## src/design/rgd_pkg.sv

```systemverilog
// package of types, constants and helpers for the run-length grid decoder
`timescale 1ns / 1ps

package rgd_pkg;

  localparam logic [7:0] MIN_WIDTH = 8'd8;

  typedef enum logic [1:0] {
    PH_WIDTH,
    PH_HEIGHT,
    PH_COUNT,
    PH_VALUE
  } phase_t;

  typedef enum logic [1:0] {
    ST_ACCEPT,
    ST_EMIT,
    ST_ERROR
  } ctrl_state_t;

  typedef struct packed {
    logic take_byte;
    logic load_seg;
    logic load_err;
  } dp_cmd_t;

  typedef struct packed {
    logic bad_width;
    logic value_byte;
    logic seg_pending;
    logic out_free;
  } dp_status_t;

  // log2 of the smallest power of two at or above w, for w of 1 or more
  function automatic logic [3:0] shift_for(input logic [7:0] w);
    logic [7:0] rest;
    logic [3:0] s;
    int i;
    rest = w - 8'd1;
    s = 4'd0;
    for (i = 0; i < 8; i++) begin
      if (rest[i]) begin
        s = 4'(i + 1);
      end
    end
    return s;
  endfunction

endpackage

```

## src/design/rgd_if.sv

```systemverilog
// stream interfaces for the byte input and the fill segment output
`timescale 1ns / 1ps

interface rgd_in_if;
  logic       valid;
  logic       ready;
  logic [7:0] data_byte;
  logic       start_of_level;

  modport source (output valid, output data_byte, output start_of_level, input ready);
  modport sink (input valid, input data_byte, input start_of_level, output ready);
endinterface

interface rgd_out_if;
  logic        valid;
  logic        ready;
  logic [15:0] fill_address;
  logic [7:0]  fill_length;
  logic [7:0]  fill_value;
  logic        grid_done;
  logic        bad_header;

  modport source (
    output valid, output fill_address, output fill_length, output fill_value,
    output grid_done, output bad_header, input ready
  );
  modport sink (
    input valid, input fill_address, input fill_length, input fill_value,
    input grid_done, input bad_header, output ready
  );
endinterface

```

## src/design/rle_grid_decoder_8bit.sv

```systemverilog
// top level of the run-length grid decoder
// header and count bytes: one transfer per cycle, no result
// value byte: taken in ACCEPT, one cycle per row segment in EMIT while output is free
// a run splits into one segment per row it touches, all through the single output register
// a narrow width byte goes through the error state and gives the error result
// synchronous rst clears control state; the decoder idles until a start_of_level byte
`timescale 1ns / 1ps

module rle_grid_decoder_8bit (
  input  logic      clk,
  input  logic      rst,
  rgd_in_if.sink    in_ch,
  rgd_out_if.source out_ch
);

  rgd_pkg::dp_cmd_t    cmd;
  rgd_pkg::dp_status_t status;

  rgd_ctrl u_ctrl (
    .clk      (clk),
    .rst      (rst),
    .in_valid (in_ch.valid),
    .in_ready (in_ch.ready),
    .status   (status),
    .cmd      (cmd)
  );

  rgd_datapath u_datapath (
    .clk            (clk),
    .rst            (rst),
    .data_byte      (in_ch.data_byte),
    .start_of_level (in_ch.start_of_level),
    .cmd            (cmd),
    .status         (status),
    .out_ch         (out_ch)
  );

endmodule

```

## src/design/rgd_ctrl.sv

```systemverilog
// controller state machine of the run-length grid decoder
`timescale 1ns / 1ps

module rgd_ctrl (
  input  logic                clk,
  input  logic                rst,
  input  logic                in_valid,
  output logic                in_ready,
  input  rgd_pkg::dp_status_t status,
  output rgd_pkg::dp_cmd_t    cmd
);

  rgd_pkg::ctrl_state_t state;
  rgd_pkg::ctrl_state_t state_next;

  always_ff @(posedge clk) begin
    if (rst) begin
      state <= rgd_pkg::ST_ACCEPT;
    end else begin
      state <= state_next;
    end
  end

  always_comb begin
    state_next = state;
    case (state)
      rgd_pkg::ST_ACCEPT: begin
        if (in_valid) begin
          if (status.bad_width) begin
            state_next = rgd_pkg::ST_ERROR;
          end else if (status.value_byte) begin
            state_next = rgd_pkg::ST_EMIT;
          end
        end
      end
      rgd_pkg::ST_EMIT: begin
        if (!status.seg_pending) begin
          state_next = rgd_pkg::ST_ACCEPT;
        end
      end
      rgd_pkg::ST_ERROR: begin
        if (status.out_free) begin
          state_next = rgd_pkg::ST_ACCEPT;
        end
      end
      default: state_next = rgd_pkg::ST_ACCEPT;
    endcase
  end

  always_comb begin
    in_ready      = 1'b0;
    cmd.take_byte = 1'b0;
    cmd.load_seg  = 1'b0;
    cmd.load_err  = 1'b0;
    case (state)
      rgd_pkg::ST_ACCEPT: begin
        in_ready      = 1'b1;
        cmd.take_byte = in_valid;
      end
      rgd_pkg::ST_EMIT: begin
        cmd.load_seg = status.seg_pending && status.out_free;
      end
      rgd_pkg::ST_ERROR: begin
        cmd.load_err = status.out_free;
      end
      default: ;
    endcase
  end

endmodule

```

## src/design/rgd_datapath.sv

```systemverilog
// datapath: header and run registers, segment arithmetic and output register
`timescale 1ns / 1ps

module rgd_datapath (
  input  logic                clk,
  input  logic                rst,
  input  logic [7:0]          data_byte,
  input  logic                start_of_level,
  input  rgd_pkg::dp_cmd_t    cmd,
  output rgd_pkg::dp_status_t status,
  rgd_out_if.source           out_ch
);

  rgd_pkg::phase_t phase;
  rgd_pkg::phase_t phase_next;
  logic [7:0] grid_width, grid_width_next;
  logic [7:0] grid_height, grid_height_next;
  logic [3:0] pitch_shift, pitch_shift_next;
  logic [7:0] current_row, current_row_next;
  logic [7:0] current_column, current_column_next;
  logic [7:0] run_remaining, run_remaining_next;
  logic [7:0] run_value, run_value_next;
  logic       finished, finished_next;

  logic       out_valid;
  logic [15:0] out_address;
  logic [7:0]  out_length;
  logic [7:0]  out_value;
  logic        out_done;
  logic        out_bad;

  logic            ignored;
  rgd_pkg::phase_t eff_phase;
  logic            width_bad;
  logic [7:0]      room;
  logic [7:0]      seg_len;
  logic [7:0]      col_sum;
  logic [7:0]      row_inc;
  logic [15:0]     seg_addr;
  logic            row_end;
  logic            seg_done;

  assign ignored   = !start_of_level && finished;
  assign eff_phase = start_of_level ? rgd_pkg::PH_WIDTH : phase;
  assign width_bad = (data_byte < rgd_pkg::MIN_WIDTH) || (data_byte == 8'd0);

  assign room     = grid_width - current_column;
  assign seg_len  = (run_remaining < room) ? run_remaining : room;
  assign col_sum  = current_column + seg_len;
  assign row_inc  = current_row + 8'd1;
  assign seg_addr = ({8'd0, current_row} << pitch_shift) + {8'd0, current_column};
  assign row_end  = (col_sum == grid_width);
  assign seg_done = row_end && (row_inc == grid_height);

  assign status.bad_width   = !ignored && (eff_phase == rgd_pkg::PH_WIDTH) && width_bad;
  assign status.value_byte  = !ignored && (eff_phase == rgd_pkg::PH_VALUE);
  assign status.seg_pending = (run_remaining != 8'd0) && !finished &&
                              (current_column < grid_width);
  assign status.out_free    = !out_valid || out_ch.ready;

  always_comb begin
    phase_next          = phase;
    grid_width_next     = grid_width;
    grid_height_next    = grid_height;
    pitch_shift_next    = pitch_shift;
    current_row_next    = current_row;
    current_column_next = current_column;
    run_remaining_next  = run_remaining;
    run_value_next      = run_value;
    finished_next       = finished;
    if (cmd.take_byte && !ignored) begin
      if (start_of_level) begin
        finished_next       = 1'b0;
        phase_next          = rgd_pkg::PH_WIDTH;
        current_row_next    = 8'd0;
        current_column_next = 8'd0;
        run_remaining_next  = 8'd0;
        run_value_next      = 8'd0;
      end
      case (eff_phase)
        rgd_pkg::PH_WIDTH: begin
          grid_width_next = data_byte;
          if (width_bad) begin
            pitch_shift_next = 4'd0;
            finished_next    = 1'b1;
          end else begin
            pitch_shift_next = rgd_pkg::shift_for(data_byte);
            phase_next       = rgd_pkg::PH_HEIGHT;
          end
        end
        rgd_pkg::PH_HEIGHT: begin
          grid_height_next = data_byte;
          if (data_byte == 8'd0) begin
            finished_next = 1'b1;
          end
          phase_next = rgd_pkg::PH_COUNT;
        end
        rgd_pkg::PH_COUNT: begin
          run_remaining_next = data_byte;
          phase_next         = rgd_pkg::PH_VALUE;
        end
        rgd_pkg::PH_VALUE: begin
          run_value_next = data_byte;
          phase_next     = rgd_pkg::PH_COUNT;
        end
        default: ;
      endcase
    end else if (cmd.load_seg) begin
      current_column_next = col_sum;
      run_remaining_next  = run_remaining - seg_len;
      if (row_end) begin
        current_column_next = 8'd0;
        current_row_next    = row_inc;
        if (seg_done) begin
          finished_next      = 1'b1;
          run_remaining_next = 8'd0;
        end
      end
    end
  end

  always_ff @(posedge clk) begin
    if (rst) begin
      phase          <= rgd_pkg::PH_WIDTH;
      grid_width     <= 8'd0;
      grid_height    <= 8'd0;
      pitch_shift    <= 4'd0;
      current_row    <= 8'd0;
      current_column <= 8'd0;
      run_remaining  <= 8'd0;
      run_value      <= 8'd0;
      finished       <= 1'b1;
      out_valid      <= 1'b0;
    end else begin
      phase          <= phase_next;
      grid_width     <= grid_width_next;
      grid_height    <= grid_height_next;
      pitch_shift    <= pitch_shift_next;
      current_row    <= current_row_next;
      current_column <= current_column_next;
      run_remaining  <= run_remaining_next;
      run_value      <= run_value_next;
      finished       <= finished_next;
      if (cmd.load_seg || cmd.load_err) begin
        out_valid <= 1'b1;
      end else if (out_ch.ready) begin
        out_valid <= 1'b0;
      end
    end
  end

  // output payload
  always_ff @(posedge clk) begin
    if (cmd.load_seg) begin
      out_address <= seg_addr;
      out_length  <= seg_len;
      out_value   <= run_value;
      out_done    <= seg_done;
      out_bad     <= 1'b0;
    end else if (cmd.load_err) begin
      out_address <= 16'd0;
      out_length  <= 8'd0;
      out_value   <= 8'd0;
      out_done    <= 1'b0;
      out_bad     <= 1'b1;
    end
  end

  assign out_ch.valid        = out_valid;
  assign out_ch.fill_address = out_address;
  assign out_ch.fill_length  = out_length;
  assign out_ch.fill_value   = out_value;
  assign out_ch.grid_done    = out_done;
  assign out_ch.bad_header   = out_bad;

endmodule

```

## src/flat_wrapper.sv

```systemverilog
// flat-port wrapper written by rule: the top's interface ports become plain ports
module rle_grid_decoder_8bit_flat 
  (clk, rst, in_ch_valid, in_ch_data_byte, in_ch_start_of_level, in_ch_ready, out_ch_valid, out_ch_fill_address, out_ch_fill_length, out_ch_fill_value, out_ch_grid_done, out_ch_bad_header, out_ch_ready);
  rgd_in_if in_ch_i ();
  rgd_out_if out_ch_i ();
  input  logic clk;
  input  logic rst;
  input wire logic [$bits(in_ch_i.valid)-1:0] in_ch_valid;
  input wire logic [$bits(in_ch_i.data_byte)-1:0] in_ch_data_byte;
  input wire logic [$bits(in_ch_i.start_of_level)-1:0] in_ch_start_of_level;
  output wire logic [$bits(in_ch_i.ready)-1:0] in_ch_ready;
  output wire logic [$bits(out_ch_i.valid)-1:0] out_ch_valid;
  output wire logic [$bits(out_ch_i.fill_address)-1:0] out_ch_fill_address;
  output wire logic [$bits(out_ch_i.fill_length)-1:0] out_ch_fill_length;
  output wire logic [$bits(out_ch_i.fill_value)-1:0] out_ch_fill_value;
  output wire logic [$bits(out_ch_i.grid_done)-1:0] out_ch_grid_done;
  output wire logic [$bits(out_ch_i.bad_header)-1:0] out_ch_bad_header;
  input wire logic [$bits(out_ch_i.ready)-1:0] out_ch_ready;
  assign in_ch_i.valid = in_ch_valid;
  assign in_ch_i.data_byte = in_ch_data_byte;
  assign in_ch_i.start_of_level = in_ch_start_of_level;
  assign in_ch_ready = in_ch_i.ready;
  assign out_ch_valid = out_ch_i.valid;
  assign out_ch_fill_address = out_ch_i.fill_address;
  assign out_ch_fill_length = out_ch_i.fill_length;
  assign out_ch_fill_value = out_ch_i.fill_value;
  assign out_ch_grid_done = out_ch_i.grid_done;
  assign out_ch_bad_header = out_ch_i.bad_header;
  assign out_ch_i.ready = out_ch_ready;
  rle_grid_decoder_8bit u_core (.clk(clk), .rst(rst), .in_ch(in_ch_i), .out_ch(out_ch_i));
endmodule
```

## config.mk

```make
export PLATFORM = sky130hd
export DESIGN_NAME = rle_grid_decoder_8bit_flat
export DESIGN_NICKNAME = d
export VERILOG_FILES = /design/src/design/rgd_pkg.sv /design/src/design/rgd_if.sv /design/src/design/rle_grid_decoder_8bit.sv /design/src/design/rgd_ctrl.sv /design/src/design/rgd_datapath.sv /design/src/flat_wrapper.sv
export SDC_FILE = /design/constraint.sdc
export NUM_CORES = 1
export LEC_CHECK = 0
export BUFFER_PORTS_ARGS = -buffer_cell sky130_fd_sc_hd__buf_4
export CORE_MARGIN = 1
export CORE_UTILIZATION = 50
export DETAILED_ROUTE_END_ITERATION = 16
export PLACE_DENSITY_LB_ADDON = 0.3
export SYNTH_ARGS = -nofsm -noshare
export SYNTH_HDL_FRONTEND = slang
export SYNTH_SLANG_ARGS = --single-unit
```

## constraint.sdc

```tcl
create_clock -name clk -period 5.9 [get_ports clk]
set_input_delay 0.885 -clock clk [delete_from_list [all_inputs] [get_ports clk]]
set_output_delay 0.885 -clock clk [all_outputs]
set_load 0.03 [all_outputs]
```

### After elaboration in Yosys (flattened, before gate mapping)

Index checks and enable logic that the tools add are counted.
Widths: inputs -> output; s select.

| operators by class | value |
|---|---|
| add/subtract/negate cells | 6 |
| $lt $le $gt $ge | 3 |
| equality and inequality tests | 13 |
| shifts and indexed selects | 1 |
| multiplexer cells | 53 |
| reduce and logical (&&, ||, !) cells | 35 |

Operators by type and width:

| kind | count |
|---|---|
| $mux 8 | 17 |
| $mux 16 | 2 |
| $mux 4 | 8 |
| $add 16x8->16 | 1 |
| $eq 8x8->1 | 2 |
| $lt 8x8->1 | 2 |
| $mux 1 | 16 |
| $shl 8x4->16 | 1 |
| $sub 8x8->8 | 2 |
| $mux 2 | 7 |
| $pmux 2 s3 | 2 |
| $reduce_bool 2->1 | 6 |
| $reduce_and 2->1 | 5 |
| $logic_and 1x1->1 | 9 |
| $add 8x1->8 const B | 1 |
| $add 8x8->8 | 1 |
| $logic_not 8->1 | 1 |
| $lt 8x4->1 const B | 1 |
| $ne 2x2->1 const B | 4 |
| $reduce_bool 8->1 | 1 |
| $sub 8x1->8 const B | 1 |
| $eq 2x2->1 const B | 3 |
| $reduce_and 3->1 | 2 |
| $eq 2x1->1 const B | 2 |
| other kinds (8) | 14 |

| storage, ports and cells | value |
|---|---|
| register bits | 92 |
| output and inout bits | 36 |
| logic and storage cells | 127 |

### Longest topological paths before layout

Gate-level depths: netlist (run 1).

| depth | value |
|---|---|
| word-level depth | 10 |
| mapped depth | 27 |

### Modules after synthesis

A second synthesis (run 1) with hierarchy kept.

| unflattened totals | value |
|---|---|
| cells, all modules | 744 |
| area, all modules | 6373.6 sq um |

Modules (own cells, without submodules):

| module | times used | cells each | area each (sq um) | sequential area each (sq um) |
|---|---|---|---|---|
| rgd_datapath | 1 | 732 | 6248.5 | 2132.0 |
| rgd_ctrl | 1 | 12 | 125.1 | 40.0 |

### Least setup slack after synthesis (run 1)

Ideal clock, no wire load.

| timing path | value |
|---|---|
| path kind | register to register |
| from | register u_core.u_datapath.grid_width[0] |
| to | register u_core.u_datapath.run_remaining[0] |
| library setup time | 134 ps |
| data arrival time | 5941 ps |
| data required time | 5766 ps |
| slack | -175 ps |
| stages on the path, launching flop included | 27 |
| clock period less this slack | 6075 ps |
| cells stage by stage | dfxtp_1 inv_1 ha_1 fa_1 nor2b_1 o21ai_0 a21boi_0 o21a_1 nor2_1 xnor2_1 inv_1 ha_1 nand2_1 nor2_1 a2111oi_4 mux2i_1 inv_1 ha_1 clkbuf_1 and3_1 a2111oi_0 o21a_1 o2111ai_1 or4_1 o31a_4 a221oi_1 a211oi_1 |

| on the way | value |
|---|---|
| cells in the longest elaborated chain, start to end | 10 |
| elaborated cells between the ends (all ways) | 17 |

Ends and longest elaborated chain:

| item | line | RTL |
|---|---|---|
| from (decl) | rgd_datapath.sv:16 | `logic [7:0] grid_width, grid_width_next;` |
| from (signal assigned) | rgd_datapath.sv:136 | `grid_width <= grid_width_next;` |
| $sub 8x8->8 * | rgd_datapath.sv:47 | `assign room = grid_width - current_column;` |
| $lt 8x8->1 | rgd_datapath.sv:48 | `assign seg_len = (run_remaining < room) ? run_remaining : room;` |
| $mux 8 * | rgd_datapath.sv:48 |  |
| via u_core.u_datapath.seg_len[6] | rgd_datapath.sv:36 | `logic [7:0] seg_len;` |
| $add 8x8->8 * | rgd_datapath.sv:49 | `assign col_sum = current_column + seg_len;` |
| $eq 8x8->1 * | rgd_datapath.sv:52 | `assign row_end = (col_sum == grid_width);` |
| $logic_and 1x1->1 | rgd_datapath.sv:53 | `assign seg_done = row_end && (row_inc == grid_height);` |
| $mux 8 | rgd_datapath.sv:114 | `if (seg_done) begin` |
| $mux 8 * | rgd_datapath.sv:111 | `if (row_end) begin` |
| $mux 8 * | rgd_datapath.sv:108 | `end else if (cmd.load_seg) begin` |
| $mux 8 * | rgd_datapath.sv:71 | `if (cmd.take_byte && !ignored) begin` |
| to (signal assigned) | rgd_datapath.sv:141 | `run_remaining <= run_remaining_next;` |
| to (decl) | rgd_datapath.sv:21 | `logic [7:0] run_remaining, run_remaining_next;` |

Mark *: on every way through the listed nets, which the timed path passes. The rest lies on a longest branch. The select of a mux whose other input is x is not followed.
A chain may end at the register's enable or synchronous reset.

### Final worst setup path (run 1)

| timing path | value |
|---|---|
| from | register u_core.u_datapath.grid_width[0] |
| to | register u_core.u_datapath.run_remaining[1] |

| on the way | value |
|---|---|
| cells in the longest elaborated chain, start to end | 10 |
| elaborated cells between the ends (all ways) | 17 |

Ends and longest elaborated chain:

| item | line |
|---|---|
| $sub 8x8->8 * | rgd_datapath.sv:47 |
| $lt 8x8->1 | rgd_datapath.sv:48 |
| $mux 8 * | rgd_datapath.sv:48 |
| via u_core.u_datapath.seg_len[0] | rgd_datapath.sv:36 |
| $add 8x8->8 | rgd_datapath.sv:49 |
| $eq 8x8->1 | rgd_datapath.sv:52 |
| $logic_and 1x1->1 | rgd_datapath.sv:53 |
| $mux 8 | rgd_datapath.sv:114 |
| $mux 8 * | rgd_datapath.sv:111 |
| $mux 8 * | rgd_datapath.sv:108 |
| $mux 8 * | rgd_datapath.sv:71 |

Marked as above.

==> reports/summary.md, run 1 <==
The number of nets in the synthesized netlist is 797. The CTS sink count was 92; the pre-CTS setup slack was -0.1473 ns. The tools report the overall die area as 13020 µm².

Routed signal wires occupy layers up through met4. The number of global-route vias before repair is 5294. The beginning of the worst register-to-register path was u_core.u_datapath.grid_width[0]. After detailed placement, the design holds a cell count of 948. The starting density of the core was 51.88%; the count of non-filler cells in the finished layout was 977.

In the synthesized netlist the async set-or-reset flop fraction comes to 0%. The clock tree synthesis step divided the H-tree into 3 levels. The first global-routing pass estimated 25.74 mm of wire. The flow ran to the end, and the final reports show no timing, DRC or antenna violations. The floorplan has 40 rows. For the I/O pin count, the log shows 49. In this run the mean area of a mapped cell was 8.503 µm².

Max-cap violations in this run came to 0. TritonCTS built the clock tree. For the met2 wirelength from detailed routing, the log shows 8.239 mm. Dividing total power by cell area gives a power density of 279.0 nW/µm². The path class of the tightest hold or removal check is reg -> reg.

Actual transition at the worst max-transition pin: 1.327 ns. The detail-routed via count per cell is 5.742, and the arrival time of the worst setup path is 6.08 ns. The worst hold path terminates at u_core.u_datapath.out_ch.bad_header.

Number of stages on the worst hold path: 2. For this run, the share of the core covered by cells in the final layout is 63.15%. The count of flip-flops with a built-in enable after synthesis came out at 33. The run gives 11.82 mm as the detailed placer's ending HPWL.

After detailed routing, the average wire length per cell comes to 16.97 µm. In the routed design, unresolved DRC markers number 0. The synthesized netlist cell count was 739. The post-synthesis instance area is 6284 µm², and the port buffer count is 48. The tools report the wire length on met3 as 778 µm. The synthesized design spends more area on one cell type than any other, namely dfxtp_1. Highest net fanout along the worst path: 8.

The die span in x is 114.1 µm, and the peak clock frequency supported by timing is 0.1702 GHz. For this block, the routed nets add up to 16.58 mm of wire. The startpoint kind of the worst setup timing path was a register. Ranked by total cell area, the synthesized netlist is headed by dfxtp_1, edfxtp_1, ha_1, nor2_1, mux2i_1. Compared with the post-synthesis result, the final layout area differs by 21.72%.

After layout, the worst setup slack is 0.02385 ns. The number of antenna diodes in the final layout is 0. Post-synthesis cell type count: 63. The share of final-layout standard cells stronger than drive strength 1 is 21.26%. The net total in the final layout was 862.

The final clock period utilization by the worst path came out at 99.60%. Final setup skew: 0.007336 ns. Summed over all cells, the static leakage comes to 0.003025 µW. Capturing point of the worst reg2reg path: u_core.u_datapath.run_remaining[1].

Ranked by instance count, the synthesized netlist is headed by nor2_1, dfxtp_1, nand2_1. The setup path with the least slack is of type reg -> reg. The run gives 6.10 ns as the required arrival time at the worst endpoint. Setup repair after global routing could not meet its margin everywhere. The number of DRC markers in iteration 0 came out at 362. The clock network latency to the later pin of the worst-skew pair is 0.35 ns. The vertical die dimension was 114.1 µm; the largest net degree at the start of global routing was 47. After detailed routing, the wire length on met1 is 7.210 mm. The tools report the final number of max-transition violations as 0. The synthesis-stage register bit count is 92, and the number of search-and-repair iterations in the first detailed-routing pass is 5. Measured in cells, the most critical reg-to-reg path has a length of 27. The number of clock buffers added by TritonCTS is 9.

Headroom to the max-slew limit came out at 10.83%. Once detail routing completed, the nets flagged for antenna violations numbered 0. The remaining global-route overflow is 0.

By instance count, the leading cell after synthesis is nor2_1. The final period demand of the worst path was 5.876 ns. After clock tree synthesis, the clock-pin slew on the worst setup and hold paths is 0.06 ns.

The tools report the number of failing hold endpoints at the final stage as 0. The logs give 25.44% for the global router's overall resource usage and 34.57% for the share of the yosys chip area belonging to registers. The run gives 0.02 ns as the register-to-register path setup slack.

The worst setup path is captured at a register. The most used flip-flop cell after synthesis is dfxtp_1. For the worst voltage drop across the vdd grid, the log shows 0.1656 mV.

The congestion estimate from routability-driven global placement came to 0.9382. Clock tree synthesis selected as its root buffer the cell clkbuf_16. For this run, the number of Yosys warnings is 0. The tools report the initial antenna violation count as 0. The detailed-route via count came out at 5610. In this run the most critical hold path is launched from u_core.u_datapath.out_ch.bad_header. The number of failing setup endpoints in the final timing report was 0; the core area was 12110 µm². The top cell type's share of synthesized area was 18.80%.

The maximum clock insertion buffer count was 2.
## cells in the final DEF, fill, tap and decap left out, types with 5 or more instances in the layout
master     count
nor2_1       107
buf_4         86
dfxtp_1       56
nand2_1       54
a21oi_1       47
inv_1         41
ha_1          33
edfxtp_1      33
o21ai_0       30
xnor2_1       29
mux2i_1       28
nor3_1        20
and2_1        14
a22oi_1       13
nand3_1       11
nor2b_1       11
xor2_1        11
nand2b_1      11
clkbuf_16      9
and3_1         8
a21o_1         7
a221oi_2       7
o21a_1         7
a21oi_2        6
nor3b_1        6
ha_4           6
nor4_1         5
inv_2          5
mux2i_2        5
## routing by layer
metal  up-vias  track usage [%]
met5         -                0
met4         0            10.91
met1      2668            32.37
met3        28            4.394
met2       175            42.59
li1       2739                -
## worst max-delay path: stages (launching register included)
cell       delay, ns
dfxtp_2         0.33
inv_2           0.04
ha_4            0.15
fa_2            0.36
nor2b_2         0.14
o21ai_2         0.08
a21boi_2        0.15
o21a_1          0.14
nor2_1          0.05
xnor2_1         0.22
inv_1           0.10
ha_4            0.29
nand2_4         0.05
buf_6           0.11
a2111oi_4       0.38
a2111oi_4       0.12
mux2i_2         0.28
ha_2            0.26
inv_2           0.05
fa_2            0.42
nor2b_4         0.13
o211ai_1        0.17
a31oi_1         0.22
o2111ai_2       0.16
or4_4           0.59
o31a_4          0.36
a221oi_2        0.30
a211oi_2        0.05
## timing repair
item / in CTS / in global routing
hold buffers: 0 / 0
pin swaps: 2 / 37
endpoints found under the setup margin: 9 / 25
gates resized for setup: 3 / 57
setup buffers: 3 / 10
## where the power goes
group	internal (µW)	switching (µW)	total (µW)
clock network	350	249	600
registers	668	26.0	694
logic	408	432	840
total	1430	708	2130
## registers in the layout, summed over array words and instances (netlist names), 4 cells and up
| register | flops |
|---|---|
| u_core.u_datapath.out_ch.fill_address | 16 |
| u_core.u_datapath.current_column | 8 |
| u_core.u_datapath.current_row | 8 |
| u_core.u_datapath.grid_height | 8 |
| u_core.u_datapath.grid_width | 8 |
| u_core.u_datapath.out_ch.fill_length | 8 |
| u_core.u_datapath.out_ch.fill_value | 8 |
| u_core.u_datapath.run_remaining | 8 |
| u_core.u_datapath.run_value | 8 |
| u_core.u_datapath.pitch_shift | 4 |
## cell families (layout without fill, tap and decap cells)
kind of cell,count (synthesis),count (layout),share of synthesized area [%]
AND/OR/NAND/NOR,274,274,20.69
buffers and inverters,82,152,4.938
adder cells (fa/ha/maj),45,45,9.438
multiplexers,36,36,5.834
XOR/XNOR,46,46,7.328
AO/OA/AOI/OAI,164,164,17.20
flip-flops,92,92,34.57
## metrics by stage
| stage | TNS [ns] | power (µW) | hold WS [ns] | instance area, µm² |
|---|---|---|---|---|
| 2_1_floorplan | 0 | 1190 | 0.4322 | 6304 |
| 3_3_place_gp | 0 | 1338 | 0.4585 | 6962 |
| 3_5_place_dp | -0.9167 | 1361 | 0.4663 | 6962 |
| 4_1_cts | 0 | 1975 | 0.4807 | 7301 |
| 5_1_grt | -1.932 | 2228 | 0.5200 | 7649 |
| 6_report | 0 | 2134 | 0.4754 | 7649 |
## layout make-up
class | count | area (µm²)
clock inverter | 4 | 47.55
clock buffer | 12 | 256.5
sequential | 92 | 2176
multi-input combinational | 565 | 4086
inverter | 46 | 172.7
tap | 168 | 210.2
fill | 1045 | 4463
timing repair buffer | 90 | 699.4
## worst max path at each step
stage | to | slack [ns] | cells after the start | from
6_report | u_core.u_datapath.run_remaining[1] | 0.02 | 27 | u_core.u_datapath.grid_width[0]
5_1_grt | u_core.u_datapath.run_remaining[6] | -0.17 | 27 | u_core.u_datapath.grid_width[0]
4_1_cts | u_core.u_datapath.run_remaining[6] | 0.009 | 29 | u_core.u_datapath.grid_width[0]
3_5_place_dp | u_core.u_datapath.run_remaining[1] | -0.15 | 25 | u_core.u_datapath.grid_width[0]
3_3_place_gp | u_core.u_datapath.run_remaining[0] | 0.04 | 25 | u_core.u_datapath.grid_width[0]
2_1_floorplan | u_core.u_datapath.run_remaining[0] | 0.02 | 25 | u_core.u_datapath.grid_width[0]
Power figures use the tool's default switching activity.
==> inputs of run 2 (changes only) <==
--- a/config.mk
+++ b/config.mk
@@ -6,6 +6,7 @@
 export NUM_CORES = 1
 export LEC_CHECK = 0
 export BUFFER_PORTS_ARGS = -buffer_cell sky130_fd_sc_hd__buf_4
+export CORE_ASPECT_RATIO = 1.25
 export CORE_MARGIN = 1
 export CORE_UTILIZATION = 50
 export DETAILED_ROUTE_END_ITERATION = 16
==> run 2 against run 1 <==
Via count down 2.2%. Critical endpoint is now u_core.u_datapath.run_remaining[0]. Cell count down 1.2%. Sequential share of layout area up 0.38 points. Highest routed layer unchanged.
==> reports/summary.md, run 2 (synthesis gave the netlist of run 1 again) <==
Final period demand of the worst path: 5.819 ns (-0.05742 ns). The count of non-filler cells in the finished layout is 965 (-1.2%). The worst slew slack as a fraction of its limit came out at 14.12% (+3.3 points).

For the detailed placer's ending HPWL, the log shows 11.48 mm (-2.9%). Power density normalized to cell area: 276.2 nW/µm² (-0.99%). The run gives 0.08127 ns (+0.05742 ns) as the worst-case setup margin in the final layout. Initial antenna violation count: 0 (unchanged). The peak clock frequency supported by timing is 0.1719 GHz (+0.99%). The logs give 6939 µm² (-0.32%) for the cell area after placement and 12220 µm² (+0.88%) for the core area. The total clock buffers created by CTS came out at 9 (unchanged). For the global router's overall resource usage, the log shows 24.59% (-0.86 points). The detailed-route DRC error count is 0 (unchanged), and the die span in x is 102.3 µm (-10%). The worst setup path is captured at a register. Setup repair after global routing could not meet its margin everywhere. In this run the worst hold path is classified as reg -> reg. The tools report the clock network latency to the later pin of the worst-skew pair as 0.35 ns (about the same). Leaving out fill and tap cells, the most frequent cells in the layout are nor2_1, buf_4, dfxtp_1, nand2_1, a21oi_1. The fill cell instance count of the final layout is 1036 (-0.86%). The share of final-layout standard cells stronger than drive strength 1 is 19.35% (-1.9 points), and the required arrival time at the worst endpoint is 6.08 ns (-0.02 ns). The leading cell type in the layout, fill and taps excluded is nor2_1. TritonCTS built the clock tree. The clock slew at the register clock pins of the worst setup and hold paths works out to 0.06 ns (about the same). The remaining global-route overflow is 0 (unchanged), and the final clock period utilization by the worst path is 98.62% (-0.97 points).

The detail-routed via count per cell came out at 5.688 (-0.94%). The final-layout setup total negative slack came out at 0 ns (unchanged). The logs give 0.4775 ns (+0.002079 ns) for the worst slack on hold paths and 13020 µm² (about the same) for the overall die area. The logs give 92 (unchanged) for the CTS sink count and 0 (unchanged) for the number of failing setup endpoints in the final timing report. For the post-cts hold buffer count, the log shows 0 (unchanged). The cell sitting at the root of the clock tree is a clkbuf_16. The total wire length came out at 15.51 mm (-6.4%). STA classifies the critical path startpoint as a register. The run gives 5285 (-0.17%) as the number of global-route vias before repair. The final setup skew is 0.01379 ns (+0.006449 ns). The flow ran to the end, and the final reports show no timing, DRC or antenna violations. Number of flip-flops in the largest register: 16 (unchanged). The logs give 25.03 mm (-2.8%) for the wire length of the first global-routing pass and 49 (unchanged) for the I/O pin count. The remaining antenna violation count was 0 (unchanged).

The setup path with the least slack is of type reg -> reg. The maximum clock insertion buffer count was 2 (unchanged). The cell area after layout came out at 7543 µm² (-1.4%). The final number of max-transition violations is 0 (unchanged).

The net total in the final layout was 854 (-0.93%); the site row count was 45 (+13%). The path depth of the worst reg2reg path was 24 (-11%); the detailed-route via count was 5489 (-2.2%). The highest net fanout along the worst path was 8 (unchanged); the actual transition at the worst max-transition pin was 1.278 ns (-0.04908 ns). The number of stages on the worst hold path came out at 2 (unchanged). The number of failing hold endpoints at the final stage was 0 (unchanged); the largest net degree at the start of global routing was 47 (unchanged). The global placement routability congestion came out at 0.9275 (-1.1%). Number of diodes: 0 (unchanged).

The number of maximum-capacitance constraint violations is 0 (unchanged), and the pre-CTS setup slack is -0.1146 ns (+0.03267 ns). The worst voltage drop across the vdd grid came out at 0.1558 mV (-5.9%). The port buffer count works out to 48 (unchanged).

The H-tree depth was 3 (unchanged); the number of DRC markers in iteration 0 was 314 (-13%). The number of placed instances with taps included was 940 (-0.84%). Vertical die dimension: 127.3 µm (+12%).

Compared with the post-synthesis result, the final layout area differs by 20.05%. The tools report the starting density of the core as 51.43% (-0.45 points). The static leakage power is 0.003015 µW (-0.30%), and the average detailed-routed wire length per instance is 16.07 µm (-5.3%). The number of search-and-repair iterations in the first detailed-routing pass came out at 5 (unchanged).

For the arrival time of the worst setup path, the log shows 6.00 ns (-0.08 ns).
==> run 2: cell type report <==
| type | count | area [µm²] | area share, % |
|---|---|---|---|
| clock buffer | 13 | 271.5 | 3.599 |
| clock inverter | 3 | 43.79 | 0.5805 |
| inverter | 46 | 172.7 | 2.289 |
| multi-input combinational | 565 | 4044 | 53.61 |
| sequential | 92 | 2175 | 28.83 |
| tap | 164 | 205.2 | 2.720 |
| timing repair buffer | 82 | 631.9 | 8.376 |
==> run 2: through the flow <==
step,utilization (%),power [µW]
after floorplan,-,1190
after global placement,56.79,1348
after detailed placement,56.79,1365
after CTS,60.02,2006
after global routing,61.74,2182
final,61.74,2084
==> run 2: repair_timing <==
item                       CTS  global route
gates resized for setup     11            38
buffers inserted             3             6
setup endpoints to repair   10            26
pin swaps                    5            34
cloned                       0             0
==> run 2: final timing paths <==
path	from	end	slack, ns
min reg2reg	u_core.u_datapath.grid_width[0]	u_core.u_datapath.grid_width[0]	0.48
max reg2reg	u_core.u_datapath.current_column[4]	u_core.u_datapath.run_remaining[0]	0.08
min	u_core.u_datapath.grid_width[0]	u_core.u_datapath.grid_width[0]	0.48
max	u_core.u_datapath.current_column[4]	u_core.u_datapath.run_remaining[0]	0.08
==> run 2: layer usage <==
metal  GRT usage, %  part of all wire, %  up-vias
li1               -                    -     2717
met1          30.38                   44     2581
met2          42.01                   49      142
met3          3.775                  3.8       49
met4          10.59                  3.4        0
met5              0                    0        -
==> run 2: power breakdown <==
part	switching [µW]	internal [µW]	leakage, µW
logic	404	380	0.00209
registers	25.8	668	0.000773
clock network	240	366	0.000155
total	670	1410	0.00302
==> run 2: worst max-delay path, stage by stage, from the launching register on <==
cell	delay, ns
dfxtp_1	0.38
inv_1	0.07
ha_1	0.35
a211o_1	0.33
a211oi_2	0.25
xnor2_2	0.18
inv_1	0.07
ha_2	0.33
nand2_4	0.09
buf_6	0.09
a2111oi_4	0.03
a2111oi_4	0.32
buf_4	0.19
mux2i_4	0.26
ha_2	0.23
inv_2	0.04
fa_2	0.55
xor2_1	0.17
nand2_1	0.11
nor3b_2	0.19
mux2i_1	0.09
or4_4	0.56
o31a_4	0.44
a221oi_2	0.26
a211oi_1	0.07
